`src/rtl/pfr_pkg.sv`:
```
//------------------------------------------------------------------------------
// pfr_pkg: shared types and constants for Pareto front ranking
// Population and objective sizes, sequencer states and the control group that
// drives the dominance compare unit.
//------------------------------------------------------------------------------
`default_nettype none
package pfr_pkg;
    localparam int POP_MAX     = 64;
    localparam int POP_IDX_W   = $clog2(POP_MAX);
    localparam int POP_CNT_W   = POP_IDX_W + 1;
    localparam int OBJ_MAX     = 8;
    localparam int OBJ_IDX_W   = $clog2(OBJ_MAX);
    localparam int OBJ_CNT_W   = OBJ_IDX_W + 1;
    localparam int OBJ_W       = 32;
    localparam int OBJ_ADDR_W  = POP_IDX_W + OBJ_IDX_W;
    localparam int RANK_W      = 6;
    localparam int CFG_W       = 4;
    localparam logic [CFG_W-1:0] CFG_RESET = CFG_W'(2);

    typedef enum logic [7:0] {
        ST_LOAD     = 8'b0000_0001,
        ST_FILL     = 8'b0000_0010,
        ST_CMP      = 8'b0000_0100,
        ST_PEEL_RD  = 8'b0000_1000,
        ST_PEEL_EV  = 8'b0001_0000,
        ST_OUT_RD   = 8'b0010_0000,
        ST_OUT_LD   = 8'b0100_0000,
        ST_OUT_HOLD = 8'b1000_0000
    } state_t;

    typedef struct packed {
        logic accum;
        logic clear;
    } dom_ctrl_t;
endpackage
`default_nettype wire

```
`src/rtl/pfr_dom_unit.sv`:
```
//------------------------------------------------------------------------------
// pfr_dom_unit: shared dominance compare unit
// Compares one objective of a pair per cycle and accumulates worse and better
// flags; dom reports whether a dominates b, including the current objective.
//------------------------------------------------------------------------------
`default_nettype none
module pfr_dom_unit
    import pfr_pkg::*;
(
    input  wire logic             clk,
    input  wire logic             rst_n,
    input  wire dom_ctrl_t        ctrl,
    input  wire logic [OBJ_W-1:0] val_a,
    input  wire logic [OBJ_W-1:0] val_b,
    output logic                  dom
);
    logic worse_reg, worse_next;
    logic better_reg, better_next;
    logic lt, gt;

    always_comb
    begin
        lt = $signed(val_a) < $signed(val_b);
        gt = $signed(val_a) > $signed(val_b);
        worse_next  = worse_reg | (ctrl.accum & gt);
        better_next = better_reg | (ctrl.accum & lt);
        dom = !worse_next && better_next;
    end

    always_ff @(posedge clk or negedge rst_n)
    begin
        if (!rst_n)
        begin
            worse_reg  <= 1'b0;
            better_reg <= 1'b0;
        end
        else if (ctrl.clear)
        begin
            worse_reg  <= 1'b0;
            better_reg <= 1'b0;
        end
        else
        begin
            worse_reg  <= worse_next;
            better_reg <= better_next;
        end
    end
endmodule
`default_nettype wire

```
`config.mk`:
```
export PLATFORM = sky130hd
export DESIGN_NAME = pfr_dom_unit
export DESIGN_NICKNAME = d
export VERILOG_FILES = /design/src/rtl/pfr_pkg.sv /design/src/rtl/pfr_dom_unit.sv
export SDC_FILE = /design/constraint.sdc
export NUM_CORES = 1
export LEC_CHECK = 0
export BUFFER_PORTS_ARGS = -buffer_cell sky130_fd_sc_hd__buf_4
export CAP_MARGIN = 20
export CORE_ASPECT_RATIO = 0.6
export CORE_MARGIN = 2
export CORE_UTILIZATION = 37
export DETAILED_ROUTE_END_ITERATION = 10
export GPL_TIMING_DRIVEN = 0
export HOLD_SLACK_MARGIN = 0.03
export PLACE_DENSITY = 0.76
export SETUP_SLACK_MARGIN = 0.1
export SYNTH_ARGS = -nofsm -noshare
export SYNTH_HDL_FRONTEND = slang
export SYNTH_SLANG_ARGS = --single-unit
export TNS_END_PERCENT = 50
```
`constraint.sdc`:
```
create_clock -name clk -period 1.4 [get_ports clk]
set_clock_uncertainty 0.15 [all_clocks]
set_input_delay 0.07 -clock clk [delete_from_list [all_inputs] [get_ports clk]]
set_output_delay 0.07 -clock clk [all_outputs]
set_load 0.05 [all_outputs]
```
## Word level (Yosys, flattened, before mapping)

Index checks and enable logic that the tools add are counted.

- Memories: 0
- Output and inout bits: 1
- Input port bits: 68
- Bits in writable memories: 0
- Bits in read-only memories: 0
- Logic and storage cells: 12
- Register bits after elaboration: 2
- Latch bits: 0

- Reductions and logical operators: 2
- Multiply operators: 0
- Add/sub/neg operators: 0
- Multiplexer cells: 2
- Bitwise logic cells: 4
- Div/mod/pow operators: 0
- Order comparisons: 2
- Equal/unequal tests: 0
- Shift operators: 0

Operators by type and width:

| kind | number |
|---|---|
| $gt A32 B32 Y1 | 1 |
| $lt A32 B32 Y1 | 1 |
| $and A1 B1 Y1 | 2 |
| $mux W1 | 2 |
| $or A1 B1 Y1 | 2 |
| $logic_and A1 B1 Y1 | 1 |
| $logic_not A1 Y1 | 1 |

## Longest topological paths before layout

Gate-level depths: netlist of the first run.

- Depth after elaboration: 5
- Depth in mapped cells: 8
- Depth with buffers taken out: 8

## Worst setup path after synthesis of the first run

Ideal clock, no wire load.

- Kind: input-to-output
- Start point: input port val_b[9]
- End point: output port dom
- Setup slack: -0.770 ns
- Arrival time: 1.950 ns
- Path buffers: 0
- Cell stages on the path: 8
- Required time: 1.180 ns
- Cells stage by stage: inv_1 > ha_1 > a21o_1 > nand3_1 > a21oi_1 > o41ai_2 > a31oi_2 > o21ai_1

- Longest elaborated chain between the ends: 5
- Elaborated cells between the ends (all ways): 8
- Classes of those cells: order compare: 2; bitwise: 4; reduce/logical: 2

Ends and longest elaborated chain:

| element | line | RTL |
|---|---|---|
| from (decl) | pfr_dom_unit.sv:14 | `input wire logic [OBJ_W-1:0] val_b,` |
| $gt A32 B32 Y1 | pfr_dom_unit.sv:24 | `gt = $signed(val_a) > $signed(val_b);` |
| $and A1 B1 Y1 | pfr_dom_unit.sv:25 | `worse_next = worse_reg \| (ctrl.accum & gt);` |
| $or A1 B1 Y1 | pfr_dom_unit.sv:25 |  |
| $logic_not A1 Y1 | pfr_dom_unit.sv:27 | `dom = !worse_next && better_next;` |
| $logic_and A1 B1 Y1 * | pfr_dom_unit.sv:27 |  |
| to (decl) | pfr_dom_unit.sv:15 | `output logic dom` |

Every way passes the cells marked *; elsewhere a longest branch is shown, timed or not.

## Final worst setup path of the first run

- Start point: input port val_b[1]
- End point: output port dom

Same word-level chain as after synthesis.

==> results of run 1 <==
[critical path, stage by stage]
cell	delay [ns]
buf_6	0.10
inv_12	0.03
ha_4	0.22
nor2b_1	0.13
o211ai_1	0.21
a21boi_2	0.09
o41ai_2	0.30
a31oi_2	0.21
o21ai_4	0.18
buf_6	0.17
[metal layers]
layer	wire [um]	track usage (%)
met1	1390	26.4
met2	1540	37.0
met3	175	2.09
met4	53	8.46
met5	0	0
[final timing paths]
path,startpoint,endpoint
min in group clk,ctrl[1],worse_reg
hold / removal,rst_n,worse_reg
max in group asynchronous,rst_n,better_reg
setup reg to reg,worse_reg,worse_reg
hold reg to reg,better_reg,better_reg
setup / recovery,val_b[1],dom
[final cells by class]
class                   instances  share of cell area [%]
multi-input cells              87                    56.2
repair buffers                 74                    30.0
flip-flops and latches          2                    2.56
well taps                      32                    2.05
inverters                      33                    7.12
clock buffers                   3                    2.12
[cells by family after synthesis]
| group | synth area share [%] |
|---|---|
| compound gates | 21.7 |
| fa+ha+maj | 40.9 |
| buf+inv | 12.7 |
| flops | 5.12 |
| simple gates | 19.6 |
[layout by cell type, fill, tap and decap left out, types with 2 or more instances in the layout]
cell type / netlist / routed
clkbuf_8: 0 / 3
dfrtp_1: 2 / 2
ha_1: 32 / 13
inv_1: 33 / 22
buf_6: 0 / 6
a21oi_1: 11 / 8
a21oi_2: 1 / 4
buf_4: 0 / 65
inv_2: 0 / 9
nand4_1: 4 / 4
ha_4: 0 / 19
nand4_4: 1 / 2
nor2_1: 2 / 2
dlygate4sd3_1: 0 / 3
nand3_1: 5 / 4
nand2_1: 4 / 4
a21o_1: 4 / 4
[power groups by stage]
stage	Combinational (uW)	Clock [uW]	Sequential (uW)
after floorplan	240	0	67.5
after CTS	546	229	68.7
final	554	228	68.6
after detailed placement	450	0	69.3
after global routing	604	237	69.6
after global placement	429	0	68.7
[what timing repair did]
action,in CTS,in global routing
hold endpoints to repair,3,0
gates cloned,0,0
setup buffers,3,0
pin swaps,20,1
hold buffers,3,0
gates resized for setup,36,1
endpoints found under the setup margin,3,3
[stage by stage]
stage               worst slack [ns]  setup TNS [ns]
global route                  -0.618           -1.28
floorplan                     -0.353          -0.784
global placement              -0.627           -1.60
detailed placement            -0.648           -1.68
CTS                           -0.489          -0.885
finish                        -0.532           -1.01
==> flow_metrics.env, run 1 <==
export IMPL_regToRegSetupSlack_ns=0.54
export IMPL_synth_most_common_cell="inv_1"
export IMPL_setup_worst_path_end_class="primary output"
export IMPL_cts_root_buffer="clkbuf_8"
export IMPL_port_buffers=68
export IMPL_hold_worst_slack_ns=0.0377
export IMPL_number_of_nets_with_antenna_violations_after_routing=0
export IMPL_post_synth_inst_count=122
export IMPL_min_period_over_period_pct=138
export IMPL_power_density_nw_per_um2=436
export IMPL_hold_viol=0
export IMPL_power_frac_clock_pct=26.8
export IMPL_mappedNetlistNets=222
export IMPL_coreArea_um2=2500
export IMPL_initial_utilization_pct=39.1
export IMPL_total_inserted_antenna_cells=0
export IMPL_synth_warnings=0
export IMPL_area_growth_synth_to_final_pct=99.5
export IMPL_max_slew_worst_pin_slew_ns=0.355
export IMPL_first_global_vias=1192
export IMPL_rows=14
export IMPL_postPlaceCellArea_um2=1640
export IMPL_ff_latch_area_um2=50.0
export IMPL_avgSynthCellArea_um2=8.02
export IMPL_worst_ir_drop_vdd_mv=0.257
export IMPL_number_of_antenna_violations_at_the_first_check_in_global_routing=0
export IMPL_yosysTopAreaCellShare_pct=40.9
export IMPL_synthTopCellsByCount="inv_1 (33), ha_1 (32), a21oi_1 (11)"
export IMPL_numClockSinks=2
export IMPL_dr_first_iter_drc_count=19
export IMPL_firstDrtPassIters=4
export IMPL_layout_nets=301
export IMPL_yosys_top_cells_area="ha_1 (41%), inv_1 (13%), a21oi_1 (5.6%), dfrtp_1 (5.1%), a21o_1 (3.1%)"
export IMPL_worstRegToRegCells=1
export IMPL_worstSkewPairLatency_ns=0.21
export IMPL_utilization_pct=77.9
export IMPL_ff_latch_count_synth=2
export IMPL_synth_cell_area_um2=978
export IMPL_clock_path_buffers=2
export IMPL_final_max_slew_violation_count=0
export IMPL_dieArea_um2=3090
export IMPL_dpl_cell_count=222
export IMPL_routed_via_count=1158
export IMPL_synth_edff_count=0
export IMPL_dp_final_hpwl_um=2480
export IMPL_fillerInstances=181
export IMPL_p_sw_uw=289
export IMPL_cts_htree_levels=1
export IMPL_track_usage_pct=20.8
export IMPL_finalPower_uw=850
export IMPL_tritoncts="done"
export IMPL_p_comb_share_pct=65.1
export IMPL_failed_checks="negative setup slack"
export IMPL_top_level_ports=69
export IMPL_final_layout_size_suffix_gt1_share_pct=60.8
export IMPL_synth_seq_area_share_pct=5.12
export IMPL_crit_path_class="primary input to primary output"
export IMPL_synth_cell_types=31
export IMPL_slew_headroom_pct=76.1
export IMPL_worst_ep_arrival_time_ns=1.71
export IMPL_timing_final_crit_period_ns=1.93
export IMPL_critPathRequiredTime_ns=1.18
export IMPL_swShare_pct=34.0
export IMPL_cp_max_fo=3
export IMPL_grt_pass1_wl_um=5050
export IMPL_number_of_remaining_drc_errors=0
export IMPL_grt_setup_unrepaired="yes"
export IMPL_post_layout_inst_area_um2=1950
export IMPL_tritoncts_num_buffers=3
export IMPL_route_detailed_wl_per_inst_um=13.7
export IMPL_globalplace_congestion=0.790
export IMPL_most_used_dff_post_synth="dfrtp_1"
export IMPL_outcome="finished, violations left"
export IMPL_p_leak_uw=0.000971
export IMPL_multiInputGateArea_um2=1100
export IMPL_die_w_um=70.4
export IMPL_setup_violations=3
export IMPL_synth_top_cell_by_area="ha_1"
export IMPL_maximum_number_of_pins_on_one_net_before_global_route_repair=5
export IMPL_cell_internal_pwr_uw=561
export IMPL_postSynth_asyncResetShare_pct=100
export IMPL_final_cells=231
export IMPL_share_seq_of_total_power_pct=8.1
export IMPL_floorplan_die_height_um=43.8
export IMPL_highest_attainable_clock_frequency_mhz=518
export IMPL_clkSlewWorstSetupHoldPaths_ns=0.03
export IMPL_vias_per_cell=5.01
export IMPL_final_setup_worst_slack_ns=-0.532
export IMPL_grt_ovfl_total=0
export IMPL_hp_class="primary input to asynchronous set/reset pin"
export IMPL_total_wirelength_um=3160
export IMPL_maxCapViolations=0
export IMPL_timing_critical_path_from_type="primary input"
No activity file was read; power rests on OpenSTA's default activity.
==> run 2, diff against run 1 <==
Settings changed: CORE_ASPECT_RATIO 0.6 to unset, CORE_UTILIZATION 37 to 46, CTS_BUF_LIST set to sky130_fd_sc_hd__clkbuf_8, PLACE_DENSITY 0.76 to 0.88.
Clock period 1.4 ns to 2.4 ns, I/O delays scaled along.
==> flow_metrics.env, run 2 (same netlist as run 1, synthesis figures left out) <==
export IMPL_outcome="finished clean"
export IMPL_dp_worst_setup_slack_ns=0.287
export IMPL_crit_path_class="primary input to primary output"
export IMPL_hold_worst_slack_ns=0.0707
export IMPL_total_inserted_antenna_cells=0
export IMPL_worstSkewPairLatency_ns=0.21
export IMPL_rows=16
export IMPL_cts_root_buffer="clkbuf_8"
export IMPL_first_global_vias=1131
export IMPL_setup_violations=0
export IMPL_cp_cell_sequence="buf_4 > ha_1 > nand4_1 > a211oi_1 > a2111oi_2 > a31oi_2 > o21ai_1 > buf_4"
export IMPL_final_setup_worst_slack_ns=0.260
export IMPL_die_w_um=50.1
export IMPL_globalplace_congestion=0.781
export IMPL_critPathRequiredTime_ns=2.13
export IMPL_cell_internal_pwr_uw=282
export IMPL_timing_critical_path_from_type="primary input"
export IMPL_initial_utilization_pct=49.4
export IMPL_power_density_nw_per_um2=265
export IMPL_cp_max_fo=3
export IMPL_worst_ir_drop_vdd_mv=0.338
export IMPL_number_of_remaining_drc_errors=0
export IMPL_clock_path_buffers=2
export IMPL_maxCapViolations=0
export IMPL_vias_per_cell=5.10
export IMPL_hp_class="primary input to register"
export IMPL_maximum_number_of_pins_on_one_net_before_global_route_repair=5
export IMPL_grt_pass1_wl_um=4390
export IMPL_p_leak_uw=0.000948
export IMPL_number_of_antenna_violations_at_the_first_check_in_global_routing=0
export IMPL_port_buffers=68
export IMPL_dp_final_hpwl_um=2280
export IMPL_floorplan_die_height_um=50.1
export IMPL_worst_ep_arrival_time_ns=1.87
export IMPL_final_layout_size_suffix_gt1_share_pct=42.1
export IMPL_p_comb_share_pct=58.0
export IMPL_dieArea_um2=2510
export IMPL_setup_worst_path_end_class="primary output"
export IMPL_setup_tns_final_ns=0
export IMPL_area_growth_synth_to_final_pct=61.9
export IMPL_grt_setup_unrepaired="no"
export IMPL_slew_headroom_pct=74.6
export IMPL_hold_viol=0
export IMPL_track_usage_pct=22.4
export IMPL_fillerInstances=142
export IMPL_highest_attainable_clock_frequency_mhz=467
export IMPL_top_level_ports=69
export IMPL_worst_path_largest_cell_delay_ns=0.43
export IMPL_cp_common_cell="buf_4"
export IMPL_min_period_over_period_pct=89.2
export IMPL_slowest_cell_on_the_critical_path="a2111oi_2"
export IMPL_swShare_pct=33.0
export IMPL_regToRegSetupSlack_ns=1.54
export IMPL_route_detailed_wl_per_inst_um=11.7
export IMPL_firstDrtPassIters=4
export IMPL_most_common_layout_cells="buf_4 (68), inv_1 (33), ha_1 (32)"
export IMPL_dr_first_iter_drc_count=5
export IMPL_power_frac_clock_pct=32.6
export IMPL_grt_ovfl_total=0
export IMPL_tritoncts="done"
export IMPL_numClockSinks=2
export IMPL_number_of_nets_with_antenna_violations_after_routing=0
export IMPL_share_seq_of_total_power_pct=9.5
export IMPL_post_cts_buffers=0
export IMPL_max_slew_worst_pin_slew_ns=0.380
export IMPL_most_common_library_cell_in_the_layout_ignoring_fill_and_taps="buf_4"
export IMPL_p_sw_uw=139
export IMPL_total_wirelength_um=2600
export IMPL_layout_nets=297
export IMPL_routed_via_count=1132
export IMPL_cts_htree_levels=1
export IMPL_tritoncts_num_buffers=3
export IMPL_clkSlewWorstSetupHoldPaths_ns=0.03
export IMPL_final_max_slew_violation_count=0
export IMPL_timing_final_crit_period_ns=2.14
export IMPL_coreArea_um2=1980
==> run 2: cell count changes in the layout (fill, tap and decap cells not counted), moves of 3 or more <==
cell / delta
a21oi_2: -3
buf_6: -6
a21oi_1: +3
ha_1: +19
buf_4: +3
ha_4: -19
inv_2: -9
inv_1: +11
==> run 2: through the flow <==
step                area [um2]  instances  utilization (%)  total power [uW]
finish                    1580        222             79.9               420
global route              1580        222             79.9               452
CTS                       1580        222             79.9               420
detailed placement        1520        217             76.8               278
global placement          1520        217             76.8               266
floorplan                  978        122                -               163
==> run 2: worst paths after layout <==
path                             from          to  cells past startpoint
max                         val_a[26]         dom                      8
min in group asynchronous       rst_n   worse_reg                      2
max in group asynchronous       rst_n  better_reg                      2
max reg2reg                 worse_reg   worse_reg                      1
min reg2reg                better_reg  better_reg                      1
min                           ctrl[0]  better_reg                      3
==> run 2: final cells by class <==
class / count / area (um2) / share of cell area [%]
Clock buffer: 3 / 41.3 / 2.61
Inverter: 33 / 124 / 7.82
Multi-Input combinational cell: 87 / 805 / 50.8
Sequential cell: 2 / 50.0 / 3.16
Tap cell: 27 / 33.8 / 2.13
Timing Repair Buffer: 70 / 531 / 33.5
==> run 2: metal layers <==
layer	track usage, %	up-vias	share of wire (%)
met3	4.55	4	8.5
met2	42.5	59	52
met4	9.26	0	1.6
met5	0	-	0
li1	-	579	-
met1	23.3	490	38
==> run 2: repair_timing <==
item / CTS / global route
hold buffers: 2 / 0
gates resized for setup: 0 / 0
endpoints found under the hold margin: 3 / 0
==> run 2: worst max-delay path: cells and delay by family <==
kind / cells / cell delay, ns
AO/OA/AOI/OAI: 4 / 0.87
buffers and inverters: 2 / 0.32
adder cells (fa/ha/maj): 1 / 0.32
AND/OR/NAND/NOR: 1 / 0.24
==> run 2: power groups by stage <==
stage	clock network [uW]	registers (uW)	logic [uW]
after floorplan	0	39.4	123
final	137	39.7	244
after global placement	0	39.6	226
after global routing	141	40.1	270
after CTS	135	39.7	244
after detailed placement	0	40.0	238
==> run 3, diff against run 2 <==
Settings changed: RECOVER_POWER set to 100.
==> flow_metrics.env, run 3 (same netlist as run 1, synthesis figures left out) <==
export IMPL_outcome="finished clean"
export IMPL_slew_headroom_pct=74.6
export IMPL_rows=16
export IMPL_crit_path_class="primary input to primary output"
export IMPL_cts_htree_levels=1
export IMPL_worst_ep_arrival_time_ns=1.94
export IMPL_maxCapViolations=0
export IMPL_vias_per_cell=5.11
export IMPL_highest_attainable_clock_frequency_mhz=452
export IMPL_number_of_remaining_drc_errors=0
export IMPL_hp_class="primary input to register"
export IMPL_hold_viol=0
export IMPL_total_wirelength_um=2600
export IMPL_first_global_vias=1131
export IMPL_worst_ir_drop_vdd_mv=0.337
export IMPL_setup_worst_path_end_class="primary output"
export IMPL_timing_critical_path_from_type="primary input"
export IMPL_clock_path_buffers=2
export IMPL_maximum_number_of_pins_on_one_net_before_global_route_repair=5
export IMPL_post_layout_inst_area_um2=1580
export IMPL_postPlaceCellArea_um2=1520
export IMPL_final_max_slew_violation_count=0
export IMPL_floorplan_die_height_um=50.1
export IMPL_total_inserted_antenna_cells=0
export IMPL_clkSlewWorstSetupHoldPaths_ns=0.03
export IMPL_dr_first_iter_drc_count=5
export IMPL_setup_violations=0
export IMPL_cp_max_fo=3
export IMPL_min_period_over_period_pct=92.3
export IMPL_die_w_um=50.1
export IMPL_grt_ovfl_total=0
export IMPL_worst_hold_path_depth=3
export IMPL_most_common_layout_cells="buf_4 (66), inv_1 (33), ha_1 (32)"
export IMPL_timing_final_crit_period_ns=2.21
export IMPL_utilization_pct=79.6
export IMPL_dp_final_hpwl_um=2280
export IMPL_worstSkewPairLatency_ns=0.22
export IMPL_power_density_nw_per_um2=265
export IMPL_cp_cell_sequence="buf_4 > ha_1 > nand4_1 > a211oi_1 > a2111oi_2 > a31oi_2 > o21ai_1 > clkbuf_2"
export IMPL_grt_setup_unrepaired="no"
export IMPL_route_detailed_wl_per_inst_um=11.7
export IMPL_tritoncts="done"
export IMPL_track_usage_pct=22.4
export IMPL_critPathRequiredTime_ns=2.13
export IMPL_tritoncts_num_buffers=3
export IMPL_routed_via_count=1134
export IMPL_globalplace_congestion=0.781
export IMPL_port_buffers=68
export IMPL_layout_nets=297
export IMPL_firstDrtPassIters=4
export IMPL_number_of_nets_with_antenna_violations_after_routing=0
export IMPL_dieArea_um2=2510
export IMPL_grt_pass1_wl_um=4390
export IMPL_max_slew_worst_pin_slew_ns=0.380
export IMPL_slowest_cell_on_the_critical_path="a2111oi_2"
export IMPL_numClockSinks=2
export IMPL_most_common_library_cell_in_the_layout_ignoring_fill_and_taps="buf_4"
export IMPL_final_layout_size_suffix_gt1_share_pct=41.5
export IMPL_p_leak_uw=0.000944
export IMPL_initial_utilization_pct=49.4
export IMPL_top_level_ports=69
export IMPL_worstRegToRegCells=1
export IMPL_cts_root_buffer="clkbuf_8"
export IMPL_number_of_antenna_violations_at_the_first_check_in_global_routing=0
export IMPL_coreArea_um2=1980
export IMPL_setup_tns_final_ns=0
export IMPL_area_growth_synth_to_final_pct=61.3
export IMPL_worst_path_largest_cell_delay_ns=0.43
## run 3: cell types whose count changed in the layout (fill, tap and decap cells not counted), sizes merged
cell / delta
buf: -2
clkbuf: +2
## run 3: report_power, final
group          internal [uW]  switching, uW
sequential              37.6           2.09
clock                    106           30.5
combinational            136            106
total                    280            139
## run 3: routing by layer
| metal | routed length (um) | up-vias | part of all wire, % | global-route usage, % |
|---|---|---|---|---|
| met2 | 1340 | 59 | 52 | 42.5 |
| met3 | 221 | 4 | 8.5 | 4.55 |
| li1 | - | 581 | - | - |
| met1 | 990 | 490 | 38 | 23.3 |
| met5 | 0 | - | 0 | 0 |
| met4 | 41 | 0 | 1.6 | 9.26 |
## run 3: cell type report
type                            count  area, um2
Clock buffer                        3       41.3
Fill cell                         142        404
Inverter                           33        124
Multi-Input combinational cell     87        805
Sequential cell                     2       50.0
Tap cell                           27       33.8
Timing Repair Buffer               70        524
## run 3: what timing repair did
action                                  4_1_cts  5_1_grt
setup buffers                                 0        0
hold buffers                                  2        0
endpoints found under the setup margin        0        0
resized for setup                             0        0
endpoints found under the hold margin         3        0
## run 3: critical path: cells and delay by family
kind,cells,cell delay (ns)
adder cells (fa/ha/maj),1,0.32
buffers and inverters,2,0.40
AND/OR/NAND/NOR,1,0.24
AO/OA/AOI/OAI,4,0.86
## run 3: worst paths after layout
path	startpoint	endpoint	slack, ns
max in group asynchronous	rst_n	better_reg	1.89
hold / removal	ctrl[0]	better_reg	0.07
hold reg to reg	better_reg	better_reg	0.36
setup / recovery	val_a[26]	dom	0.19
setup reg to reg	worse_reg	worse_reg	1.54
min in group asynchronous	rst_n	worse_reg	0.08
## run 3: per-stage QoR
step,instances,hold slack (ns),setup WS (ns),power (uW)
after global placement,217,-0.248,0.349,266
final,222,0.0711,0.186,418
after CTS,222,0.0619,0.281,420
after floorplan,122,-0.326,0.130,163
after global routing,222,0.0896,0.0810,450
after detailed placement,217,-0.245,0.287,278
